$ cat src/rtl/core/cs_pkg.sv
// ----------------------------------------------------------------------------
// cs_pkg
// Types and codes shared by the cosine similarity controller and datapath.
// ----------------------------------------------------------------------------
package cs_pkg;

    typedef struct packed {
        logic signed [15:0] elem_a;
        logic signed [15:0] elem_b;
        logic               last_elem;
    } t_in_item;

    typedef struct packed {
        logic signed [15:0] similarity;
        logic               degenerate;
    } t_out_item;

    typedef enum logic [2:0] {
        S_ACC,
        S_START,
        S_PMUL,
        S_RMUL,
        S_ITER,
        S_TMUL,
        S_DONE
    } t_state;

    typedef enum logic [1:0] {
        MUL_PROD,
        MUL_RHS,
        MUL_TRIAL
    } t_mul_op;

    typedef struct packed {
        logic    acc_en;
        logic    start;
        logic    mul_load;
        t_mul_op mul_op;
        logic    mul_step;
        logic    store_prod;
        logic    store_rhs;
        logic    search_init;
        logic    search_upd;
        logic    load_out;
    } t_cmd;

    typedef struct packed {
        logic degen;
        logic mul_done;
        logic search_done;
    } t_status;

endpackage

$ cat src/rtl/core/cs_ctrl.sv
// ----------------------------------------------------------------------------
// cs_ctrl
// Sequencer: accumulation, norm products, rounding search, result handover.
// ----------------------------------------------------------------------------
module cs_ctrl
    import cs_pkg::*;
(
    input  logic    i_clk,
    input  logic    i_rst_n,
    input  logic    i_in_valid,
    input  logic    i_last,
    output logic    o_in_ready,
    output logic    o_out_valid,
    input  logic    i_out_ready,
    input  t_status i_status,
    output t_cmd    o_cmd
);

    t_state r_state, n_state;
    logic   r_out_valid, n_out_valid;

    always_ff @(posedge i_clk) begin
        if (!i_rst_n) begin
            r_state     <= S_ACC;
            r_out_valid <= 1'b0;
        end else begin
            r_state     <= n_state;
            r_out_valid <= n_out_valid;
        end
    end

    always_comb begin
        n_state    = r_state;
        o_cmd      = '0;
        o_in_ready = 1'b0;
        unique case (r_state)
            S_ACC: begin
                o_in_ready = 1'b1;
                if (i_in_valid) begin
                    o_cmd.acc_en = 1'b1;
                    if (i_last) begin
                        n_state = S_START;
                    end
                end
            end
            S_START: begin
                o_cmd.start = 1'b1;
                if (i_status.degen) begin
                    n_state = S_DONE;
                end else begin
                    o_cmd.mul_load = 1'b1;
                    o_cmd.mul_op   = MUL_PROD;
                    n_state        = S_PMUL;
                end
            end
            S_PMUL: begin
                if (i_status.mul_done) begin
                    o_cmd.store_prod = 1'b1;
                    o_cmd.mul_load   = 1'b1;
                    o_cmd.mul_op     = MUL_RHS;
                    n_state          = S_RMUL;
                end else begin
                    o_cmd.mul_step = 1'b1;
                end
            end
            S_RMUL: begin
                if (i_status.mul_done) begin
                    o_cmd.store_rhs   = 1'b1;
                    o_cmd.search_init = 1'b1;
                    n_state           = S_ITER;
                end else begin
                    o_cmd.mul_step = 1'b1;
                end
            end
            S_ITER: begin
                if (i_status.search_done) begin
                    n_state = S_DONE;
                end else begin
                    o_cmd.mul_load = 1'b1;
                    o_cmd.mul_op   = MUL_TRIAL;
                    n_state        = S_TMUL;
                end
            end
            S_TMUL: begin
                if (i_status.mul_done) begin
                    o_cmd.search_upd = 1'b1;
                    n_state          = S_ITER;
                end else begin
                    o_cmd.mul_step = 1'b1;
                end
            end
            S_DONE: begin
                if (!r_out_valid || i_out_ready) begin
                    o_cmd.load_out = 1'b1;
                    n_state        = S_ACC;
                end
            end
            default: begin
                n_state = S_ACC;
            end
        endcase
        if (o_cmd.load_out) begin
            n_out_valid = 1'b1;
        end else if (i_out_ready) begin
            n_out_valid = 1'b0;
        end else begin
            n_out_valid = r_out_valid;
        end
    end

    assign o_out_valid = r_out_valid;

`ifndef SYNTHESIS
    a_ready_only_acc: assert property (@(posedge i_clk) disable iff (!i_rst_n)
        o_in_ready && i_in_valid && i_last |=> (r_state == S_START))
        else $error("last item did not start the result sequence");
    a_no_overwrite: assert property (@(posedge i_clk) disable iff (!i_rst_n)
        o_cmd.load_out |-> (!r_out_valid || i_out_ready))
        else $error("pending result overwritten");
    a_mul_to_cmp: assert property (@(posedge i_clk) disable iff (!i_rst_n)
        (r_state == S_TMUL) && i_status.mul_done |=> (r_state == S_ITER))
        else $error("trial product not compared");
`endif

endmodule

$ cat config.mk
export PLATFORM = sky130hd
export DESIGN_NAME = cs_ctrl
export DESIGN_NICKNAME = d
export VERILOG_FILES = /design/src/rtl/core/cs_pkg.sv /design/src/rtl/core/cs_ctrl.sv
export SDC_FILE = /design/constraint.sdc
export NUM_CORES = 1
export LEC_CHECK = 0
export BUFFER_PORTS_ARGS = -buffer_cell sky130_fd_sc_hd__clkbuf_2
export CORE_AREA = 5 5 42 44
export CTS_CLUSTER_SIZE = 14
export DETAILED_ROUTE_END_ITERATION = 10
export DIE_AREA = 0 0 47 49
export SYNTH_ARGS = -nofsm -noshare
export SYNTH_HDL_FRONTEND = slang
export SYNTH_SLANG_ARGS = --single-unit
$ cat constraint.sdc
create_clock -name i_clk -period 1.1 [get_ports i_clk]
set_input_delay 0.11 -clock i_clk [delete_from_list [all_inputs] [get_ports i_clk]]
set_output_delay 0.11 -clock i_clk [all_outputs]
set_load 0.03 [all_outputs]
Yosys cells after proc, flatten, opt, wreduce, memory -nomap -nowiden
Index checks and enable logic that the tools add are counted.
Widths: inputs -> output; s select.
Storage, ports and cells
  word-level logic and storage cells: 47
  flip-flop bits (word level): 4
Cells by class
  reduce and logical (&&, ||, !) cells: 7
  equal/unequal tests: 11
  multiplexer cells: 27
Operators with widths (count)
  $mux 3: 9
  $pmux 3 s6: 1
  $mux 1: 13
  $eq 3x3->1 const B: 3
  $pmux 3 s3: 1
  $ne 2x2->1 const B: 4
  $eq 3x2->1 const B: 2
  $mux 2: 3
  $reduce_and 5->1: 1
  $eq 3x1->1 const B: 1
  $logic_not 3->1: 1
  $reduce_or 3->1: 1
  $ne 2x1->1 const B: 1
  $reduce_bool 2->1: 1
  $reduce_or 2->1: 1
  $logic_not 1->1: 1
  $logic_or 1x1->1: 1

Depth between registers and ports, before layout
Gate-level depths: netlist of the first run.
  word-level depth: 5
  depth in mapped cells: 5

Worst setup path after synthesis of the first run
OpenSTA, ideal clock, no wires.
  kind: flip-flop to output port
  from: reg r_state[1]
  to: out o_cmd[8] (netlist bit)
  path slack: -975 ps
  required time: 990 ps
  path buffers: 1
  data arrival time: 1965 ps
  cell stages (with the launch flop): 4
  cell sequence: dfxtp_1 buf_2 nor4bb_1 o21bai_1
RTL lines
  from (decl): line cs_ctrl.sv:19  | t_state r_state, n_state;
  from (signal assigned): line cs_ctrl.sv:27  | r_state <= n_state;
  to (decl): line cs_ctrl.sv:16  | output t_cmd o_cmd

==> summary.md, run 1 <==
| Metric | Value |
|---|---|
| Result of the run | finished with violations |
| Violated checks | setup timing |
| Number of enable-type register cells in the synthesized netlist | 0 |
| Category of the worst setup path launch point | flop |
| Worst path top cell family by delay | flip-flops |
| Post-detailed-route count of antenna-violating nets | 0 |
| Count of input and output buffers | 20 |
| Largest cells by area after synthesis | dfxtp_1, nand2b_1, buf_6 |
| Library cell with the highest instance count after synthesis | nand2_1 |
| DR DRC count | 0 |
| Crit path DAT | 1.27 ns |
| Worst Setup Slack, final | -0.281 ns |
| Bufs and invs on worst path | 2 |
| Largest net degree at the start of global routing | 13 |
| Max Cap Viol | 0 |
| Reg-to-Reg End | r_state[2] |
| Unrepaired setup endpoints after global routing | true |
| Mapped Area | approximately 370 um^2 |
| I/O pin count | 21 |
| Number of antenna violations at the first check in global routing | 0 |
| Buffer cell driving the clock tree root | clkbuf_4 |
| CP cell instances | nand3b_1, buf_4, and2b_1, buf_8 |
| Sequential fraction of the synthesis area | 0.215 |
| Number of inserted diodes | 0 |
| Path type of the worst min-delay path | in2reg |
| Cell type with the largest total area after synthesis | dfxtp_1 |
| WL/cell | 12.2 um |
| Number of buffers created by CTS | 3 |
| Via count of the first global-routing pass | slightly below 500 |
| Critical path peak fanout | 10 |
| Worst IR drop on VDD | 0.00133 V |
| Async set-or-reset flop fraction in the synthesized netlist | 0 |
| Deepest clock path buffer count | 2 |
| Share of final-layout standard cells stronger than drive strength 1 | 0.671 |
| Setup slack of the most critical reg-to-reg path | -0.21 ns |
| Hold path endpoint | r_state[0] |
| Fin crit share | 1.26 |
| Worst-Margin Slew | 0.223 ns |
| Final setup fails | 15 |
| Primary FF master, synth | dfxtp_1 |
| Routed wire length | approximately 1200 um |
| Post-synthesis register bit count | 4 |
| DIE AREA | 2300 um^2 |
| Tot GR Track Use | 0.110 |
| Total power | between 2000 and 2500 uW |
| Avg Cell Area, Syn | 7.58 um^2 |
| TritonCTS clock tree | done |
| Fraction of post-synthesis cell area in the top cell type by area | 0.215 |
| Nets | 92 |
| Clock latency reported for the late side of the worst-skew pair | 0.24 ns |
| Critical Path Slowest Stage Cell | dfxtp_4 |
| # H-tree levels | 1 |
| Number of library cell types mapped by synthesis | 22 |
| Via count | 471 |
| Biggest cell delay along the critical path | 0.38 ns |
| FILL cells | around 130 |
| Final weighted congestion in routability-driven placement | 0.792 |
| Endpoint class of the critical path | output pin |
| Worst hold margin | 0.188 ns |
| Relative slew margins | 0.851 |
| Global-route wire length before repair | 1930 um |
| Crit path time final | roughly 1.4 ns |
| Warnings from Yosys | 0 |
| Crit path kind | reg2out |
| Area Growth Syn to Fin | 130% |
| CTS Hold Bufs | 0 |
| Number of sinks driven by the clock tree | 4 |
| Power density normalized to cell area | 2500 nW/um^2 |
| Final setup TNS | -3.01 ns |
| Register-to-Register Path Depth | 5 |
| Most frequent cells after synthesis | nand2_1, nand2b_1, nor2_1 |
| Max-slew violation total from the final report | 0 |
| Data required time of the worst path | between 0.9 and 1 ns |
| Number of DRC markers in iteration 0 | 1 |
| Width of the chip | 47 um |
| Clock slew seen by the registers of the worst setup and hold paths | about 0.040 ns |
| Highest clock rate | 724 MHz |
| Hold Violations, Final | 0 |
| Initial Util | 0.265 |
| Instance count along the most critical hold path | 3 |
| Start of the worst register-to-register path | r_state[0] |
| Number of placement rows | 14 |
| Iteration count of the initial detailed-routing pass | 2 |
| Synth Net Count | 57 |
| Pleak | roughly 0.00036 uW |
| Post-Synthesis Cells | between 40 and 50 |
| Height of the die | a little under 50 um |
| Start point of the worst hold path | i_rst_n |
| Hpwl dp | roughly 840 um |
| Floorplan core area | 1400 um^2 |
| GRT Residual Overflow | 0 |
| Number of vias per cell | 4.81 |
| Largest clock skew in the final design | ~0.0023 ns |
-- per-stage QoR --
stage / util / instances / cell area [um^2] / setup slack, ns
floorplan: - / 49 / 459 / -0.249
global placement: 0.429 / 90 / 602 / -0.141
detailed placement: 0.429 / 90 / 602 / -0.131
CTS: 0.554 / 95 / 777 / -0.302
global route: 0.610 / 98 / 855 / -0.322
finish: 0.610 / 98 / 855 / -0.281
-- layer usage --
metal / track usage / share of wire / vias to the layer above / wire length, um
li1: - / - / 237 / -
met1: 0.101 / 0.38 / 221 / 450
met2: 0.219 / 0.58 / 13 / 696
met3: 0.00369 / 0.043 / 0 / 51
met4: 0.0553 / 0 / 0 / 0
met5: 0 / 0 / - / 0
-- where the power goes --
group	total (uW)	leakage (uW)	switching [uW]	internal (uW)
logic	1600	0.000314	707	888
registers	350	0.0000348	135	215
clock network	191	0.0000138	68.6	123
total	2140	0.000362	910	1230
-- cell usage in the layout, fill, tap and decap left out, types with 2 or more instances in the layout --
cell type	instances
clkbuf_4	3
o21ai_0	4
nor2_1	2
buf_6	9
nand3b_1	3
buf_4	7
nand2_1	5
nand2b_1	3
clkbuf_2	8
nand2b_4	2
buf_8	8
clkbuf_8	3
o211ai_1	2
nor4bb_4	2
dfxtp_4	3
mux2i_1	2
nor2_4	3
-- worst register-to-register path, cell delays in order (launching register included) --
cell and delay (ns):
dfxtp_4 0.42, buf_6 0.14, nor3_4 0.04, buf_4 0.12, a211o_4 0.33, mux2i_1 0.16
-- cells by family after synthesis --
| family | Yosys count | synth area share |
|---|---|---|
| AND/OR/NAND/NOR | 25 | 0.374 |
| multiplexers | 2 | 0.0539 |
| flip-flops | 4 | 0.215 |
| buffers and inverters | 6 | 0.125 |
| AO/OA/AOI/OAI | 12 | 0.232 |
-- final cells by class --
cell class,count,area [um^2],share of cell area
clock buffers,3,22.5,0.0264
inverters,1,3.75,0.00439
multi-input cells,39,362,0.423
flip-flops and latches,4,91.3,0.107
well taps,16,20.0,0.0234
repair buffers,35,355,0.416
-- worst max path at each step --
| stage | startpoint | end | slack [ns] | cells past startpoint |
|---|---|---|---|---|
| finish | r_state[0] | o_cmd[0] | -0.28 | 4 |
| global route | r_state[0] | o_cmd[0] | -0.32 | 4 |
| CTS | r_state[0] | o_cmd[8] | -0.30 | 4 |
| detailed placement | r_state[0] | r_state[0] | -0.13 | 4 |
| global placement | r_state[0] | r_state[2] | -0.14 | 4 |
| floorplan | r_state[2] | o_cmd[8] | -0.25 | 3 |
-- registers in the layout, indices dropped and copies added, names as in the netlist --
signal	cells
r_state	3
o_out_valid	1
-- repair_timing --
item / CTS / global route
setup endpoints to repair: 15 / 15
setup buffers: 2 / 3
resized for setup: 34 / 19
pin swaps: 3 / 4
Power figures use the tool's default switching activity.
==> run 2, diff against run 1 <==
Settings changed: PLACE_DENSITY_LB_ADDON from default to 0.05.
==> run 2 against run 1 <==
Against the previous run: the flow still finishes with violations (setup timing); non-clock buffer count rose by 3; via count increased by 3.4%; clock power down 7%; global-route usage is 0.92 points higher; clock-buffer cell count did not move; core utilization rose by 0.18 points; wire length rose by 0.67%; critical endpoint is now o_cmd[8]; largest cell class is now non-clock buffers.
==> summary.md, run 2 (same netlist as run 1, synthesis figures left out) <==
| Metric | Value |
|---|---|
| Result of the run | finished with violations |
| Violated checks | setup timing |
| Global-route wire length before repair | 2030 um (+5.4%) |
| Worst-Margin Slew | 0.245 ns (+0.0223 ns) |
| Crit path DAT | 1.26 ns (about the same) |
| Power density normalized to cell area | 2630 nW/um^2 (+5.4%) |
| Highest clock rate | 732 MHz (+1.1%) |
| Final weighted congestion in routability-driven placement | 0.738 (-6.8%) |
| Final setup fails | 15 (unchanged) |
| Tot GR Track Use | 0.119 (+0.00923) |
| Category of the worst setup path launch point | flop |
| Share of final-layout standard cells stronger than drive strength 1 | 0.694 (+0.0234) |
| Width of the chip | 47 um (unchanged) |
| Height of the die | 49 um (unchanged) |
| Cell Area, Placed | 594 um^2 (-1.2%) |
| WL/cell | 11.9 um (-2.3%) |
| Largest clock skew in the final design | 0.00141 ns (-0.000879 ns) |
| Data required time of the worst path | 0.99 ns (about the same) |
| Hpwl dp | 796 um (-5.1%) |
| Final standard cell area without fillers | 857 um^2 (+0.29%) |
| Most frequent cells in the layout | buf_4, buf_6, clkbuf_2, buf_8 |
| Relative slew margins | 0.836 (-0.0149) |
| Clock slew seen by the registers of the worst setup and hold paths | 0.04 ns (about the same) |
| CTS Hold Bufs | 0 (unchanged) |
| I/O pin count | 21 (unchanged) |
| Max-slew violation total from the final report | 0 (unchanged) |
| FILL cells | 126 (-2.3%) |
| Number of placement rows | 14 (unchanged) |
| Worst IR drop on VDD | 0.00133 V (-0.32%) |
| Initial Util | 0.265 (unchanged) |
| Number of flip-flops under the largest register name | 3 (unchanged) |
| Pleak | 0.000368 uW (+1.6%) |
| Commonest non-fill, non-tap cell in the layout | buf_4 |
| Critical path peak fanout | 6 (-4) |
| # H-tree levels | 1 (unchanged) |
| Via count of the first global-routing pass | 484 (-2.6%) |
| Nets | 95 (+3.3%) |
| Post-detailed-route count of antenna-violating nets | 0 (unchanged) |
| Area Growth Syn to Fin | 131% |
| Max Cap Viol | 0 (unchanged) |
| Post-route insts no fill | 101 (+3.1%) |
| TritonCTS clock tree | done |
| Biggest register | r_state |
| Count of input and output buffers | 20 (unchanged) |
| Number of DRC markers in iteration 0 | 5 (+4) |
| Number of vias per cell | 4.82 (+0.33%) |
| Crit path kind | reg2out |
| Hold Violations, Final | 0 (unchanged) |
| Fin crit share | 1.24 (-0.0139) |
| Deepest clock path buffer count | 2 (unchanged) |
| Floorplan core area | 1400 um^2 (unchanged) |
| DIE AREA | 2300 um^2 (unchanged) |
| DR DRC count | 0 (unchanged) |
| Buffer cell driving the clock tree root | clkbuf_4 |
| Largest net degree at the start of global routing | 10 (-3) |
| Via count | 487 (+3.4%) |
| Unrepaired setup endpoints after global routing | true |
| Endpoint class of the critical path | output pin |
| Worst Setup Slack, final | -0.266 ns (+0.0153 ns) |
| GRT Residual Overflow | 0 (unchanged) |
| Total placed cells including tap cells | 89 (-1.1%) |
| Routed wire length | 1210 um (+0.67%) |
| Number of antenna violations at the first check in global routing | 0 (unchanged) |
| Number of sinks driven by the clock tree | 4 (unchanged) |
| Iteration count of the initial detailed-routing pass | 4 (+2) |
| Clock latency reported for the late side of the worst-skew pair | 0.23 ns (about the same) |
| Crit path time final | 1.37 ns (-0.0153 ns) |
| Number of inserted diodes | 0 (unchanged) |
| Number of buffers created by CTS | 3 (unchanged) |
| Path type of the worst min-delay path | in2reg |
run 2: power breakdown:
part	internal, uW	switching (uW)	total (uW)
Clock	122	55.5	177
Combinational	1000	751	1750
Sequential	215	115	330
run 2: cell type report:
cell class              count  area (um^2)  share of cell area
clock buffers               3         22.5              0.0263
flip-flops and latches      4         91.3               0.107
repair buffers             38          378               0.441
multi-input cells          39          342               0.399
inverters                   1         3.75             0.00438
well taps                  16         20.0              0.0234
run 2: stage by stage:
step                      total power (uW)  setup slack, ns  setup TNS, ns   util  hold WS [ns]
after CTS                             2120           -0.309          -2.92  0.581         0.181
after detailed placement              1420           -0.148         -0.892  0.424         0.428
after floorplan                       1140           -0.249         -0.983      -         0.241
final                                 2260           -0.266          -2.94  0.612         0.185
after global routing                  2410           -0.331          -3.83  0.612         0.225
after global placement                1420           -0.154         -0.834  0.424         0.436
run 2: path summary, 6_finish.rpt:
kind	startpoint	to	slack, ns	cells past startpoint
max	r_state[2]	o_cmd[8]	-0.27	5
min	i_rst_n	r_state[2]	0.18	3
max reg2reg	r_state[0]	r_state[0]	-0.26	6
min reg2reg	o_out_valid	o_out_valid	0.54	2
run 2: worst max-delay path: stages, from the launching register on:
cell and delay (ns):
dfxtp_4 0.38, buf_6 0.12, nand2b_1 0.06, o22a_1 0.20, o21bai_4 0.13, buf_8 0.13
run 2: what timing repair did:
action | 4_1_cts | 5_1_grt
setup endpoints to repair | 15 | 15
setup buffers | 7 | 2
pin swaps | 5 | 5
resized for setup | 39 | 14
run 2: metal layers:
metal	up-vias	share of wire	global-route usage
li1	243	-	-
met1	216	0.39	0.145
met2	26	0.50	0.188
met3	2	0.10	0.0295
met4	0	0.0066	0.0553
met5	-	0	0
==> run 3, diff against run 2 <==
Settings changed: PLACE_DENSITY from default to 0.63, PLACE_DENSITY_LB_ADDON 0.05 to default.
==> run 3 against run 2 <==
Against the previous run: the run still ends with setup timing left; cell area decreased by 1.3%; register-to-register slack improved by 0.08 ns; highest routed layer is now met3; clock skew increased by 0.0028 ns; core utilization decreased by 0.80 points; wire length decreased by 0.91%; sequential power increased by 1%; flip-flop and latch count unchanged; non-clock buffer count decreased by 3; die area unchanged; clock power decreased by 4%; largest cell class is now multi-input gates.
==> summary.md, run 3 (same netlist as run 1, synthesis figures left out) <==
| Metric | Value |
|---|---|
| Worst Setup Slack, final | -0.291 ns (-0.0251 ns) |
| End-of-flow core utilization | 0.604 (-0.00804) |
| Endpoint class of the critical path | output pin |
| Worst-Margin Slew | 0.241 ns (-0.00411 ns) |
| Multi-input gate area | 363 um^2 (+6.2%) |
| Hold path endpoint | r_state[2] |
| Unrepaired setup endpoints after global routing | true |
| Tot GR Track Use | 0.113 (-0.00563) |
| Commonest non-fill, non-tap cell in the layout | buf_4 |
| Worst IR drop on VDD | 0.00180 V (+36%) |
| Via count of the first global-routing pass | 493 (+1.9%) |
| Category of the worst setup path launch point | flop |
| Path type of the worst min-delay path | in2reg |
| Start of the worst register-to-register path | r_state[0] |
| Number of inserted diodes | 0 (unchanged) |
| Number of placement rows | 14 (unchanged) |
| Global-route wire length before repair | 2000 um (-1.3%) |
| Number of flip-flops under the largest register name | 3 (unchanged) |
| Deepest clock path buffer count | 2 (unchanged) |
| Critical path peak fanout | 6 (unchanged) |
| Floorplan core area | 1400 um^2 (unchanged) |
| Height of the die | 49 um (unchanged) |
| Setup slack at placement | -0.149 ns (-0.00132 ns) |
| Highest clock rate | 719 MHz (-1.8%) |
| Buffer cell driving the clock tree root | clkbuf_4 |
| Final setup TNS | -2.68 ns (+0.257 ns) |
| Number of sinks driven by the clock tree | 4 (unchanged) |
| Start point of the worst hold path | i_rst_n |
| Number of vias per cell | 4.83 (about the same) |
| Relative slew margins | 0.839 (+0.00274) |
| Data required time of the worst path | 0.99 ns (about the same) |
| Clock latency reported for the late side of the worst-skew pair | 0.22 ns (about the same) |
| Power density normalized to cell area | 2510 nW/um^2 (-4.8%) |
| Final setup fails | 15 (unchanged) |
| Pleak | 0.000361 uW (-2.0%) |
| Sequential cell area | 91.3 um^2 (unchanged) |
| TritonCTS clock tree | done |
| Area Growth Syn to Fin | 128% |
| Share of final-layout standard cells stronger than drive strength 1 | 0.683 (-0.0112) |
| Register-to-Register Path Depth | 5 (-1) |
| Worst hold margin | 0.200 ns (+0.0156 ns) |
| Fin crit share | 1.26 (+0.0228) |
| DIE AREA | 2300 um^2 (unchanged) |
| Final weighted congestion in routability-driven placement | 0.731 (-0.98%) |
| Clock slew seen by the registers of the worst setup and hold paths | 0.04 ns (about the same) |
| Largest net degree at the start of global routing | 11 (+1) |
| FILL cells | 127 (+0.79%) |
| Violated checks | setup timing |
| Instance count along the most critical hold path | 3 (unchanged) |
| Count of input and output buffers | 20 (unchanged) |
| Reg-to-Reg End | r_state[0] |
| Hold Violations, Final | 0 (unchanged) |
| Largest clock skew in the final design | 0.00416 ns (+0.00275 ns) |
| WL/cell | 12.2 um (+2.1%) |
| Via count | 473 (-2.9%) |
| Iteration count of the initial detailed-routing pass | 1 (-3) |
| I/O pin count | 21 (unchanged) |
| Total power | 2120 uW (-6.1%) |
| Post-detailed-route count of antenna-violating nets | 0 (unchanged) |
| Width of the chip | 47 um (unchanged) |
| Number of buffers created by CTS | 3 (unchanged) |
| Biggest register | r_state |
| Number of antenna violations at the first check in global routing | 0 (unchanged) |
| Crit path kind | reg2out |
| # H-tree levels | 1 (unchanged) |
| Initial Util | 0.265 (unchanged) |
| Result of the run | finished with violations |
| Setup slack of the most critical reg-to-reg path | -0.18 ns (+0.08 ns) |
| Nets | 92 (-3.2%) |
| Crit path time final | 1.39 ns (+0.0251 ns) |
| GRT Residual Overflow | 0 (unchanged) |
| Crit path DAT | 1.28 ns (+0.02 ns) |
| Most frequent cells in the layout | buf_4, buf_8, clkbuf_2 |
| Number of DRC markers in iteration 0 | 0 (-5) |
| Hpwl dp | 805 um (+1.2%) |
| DR DRC count | 0 (unchanged) |
| Routed wire length | 1200 um (-0.91%) |
| Max-slew violation total from the final report | 0 (unchanged) |
| Max Cap Viol | 0 (unchanged) |
==> run 3: cell count changes in the layout (fill, tap and decap cells not counted), sizes merged <==
| cell | previous run | this run |
|---|---|---|
| clkbuf | 14 | 13 |
| buf | 27 | 25 |
==> run 3: worst max path at each step <==
stage	slack, ns	from	end
3_5_place_dp	-0.15	r_state[0]	r_state[2]
5_1_grt	-0.36	r_state[2]	o_cmd[0]
2_1_floorplan	-0.25	r_state[2]	o_cmd[8]
3_3_place_gp	-0.13	r_state[0]	r_state[0]
4_1_cts	-0.31	r_state[2]	o_cmd[0]
6_report	-0.29	r_state[2]	o_cmd[0]
==> run 3: cell type report <==
cell class,instances,area share
multi-input cells,39,0.429
well taps,16,0.0237
clock buffers,3,0.0266
flip-flops and latches,4,0.108
repair buffers,35,0.408
inverters,1,0.00444
==> run 3: through the flow <==
stage / instances / instance area, um^2
2_1_floorplan: 49 / 459
3_3_place_gp: 89 / 594
3_5_place_dp: 89 / 594
4_1_cts: 96 / 788
5_1_grt: 98 / 846
6_report: 98 / 846
==> run 3: repair_timing <==
action | in CTS | in global routing
endpoints found under the setup margin | 15 | 15
hold buffers | 0 | 0
setup buffers | 4 | 2
pin swaps | 5 | 2
gates resized for setup | 37 | 19
==> run 3: worst max-delay path: stages, from the launching register on <==
cell and delay, ns:
dfxtp_4 0.38, buf_6 0.12, nand3b_1 0.09, buf_4 0.14, and2b_1 0.21, buf_8 0.12
==> run 3: where the power goes <==
| part | leakage [uW] | internal [uW] | switching, uW |
|---|---|---|---|
| combinational | 0.000312 | 886 | 732 |
| sequential | 0.0000348 | 215 | 119 |
| clock | 0.0000138 | 121 | 48.3 |
==> run 3: metal layers <==
metal  track usage  vias to the layer above  share of wire
met5             0                        -              0
met4        0.0553                        0              0
met3        0.0111                        0          0.050
met2         0.190                       13           0.56
met1         0.136                      220           0.39
li1              -                      240              -
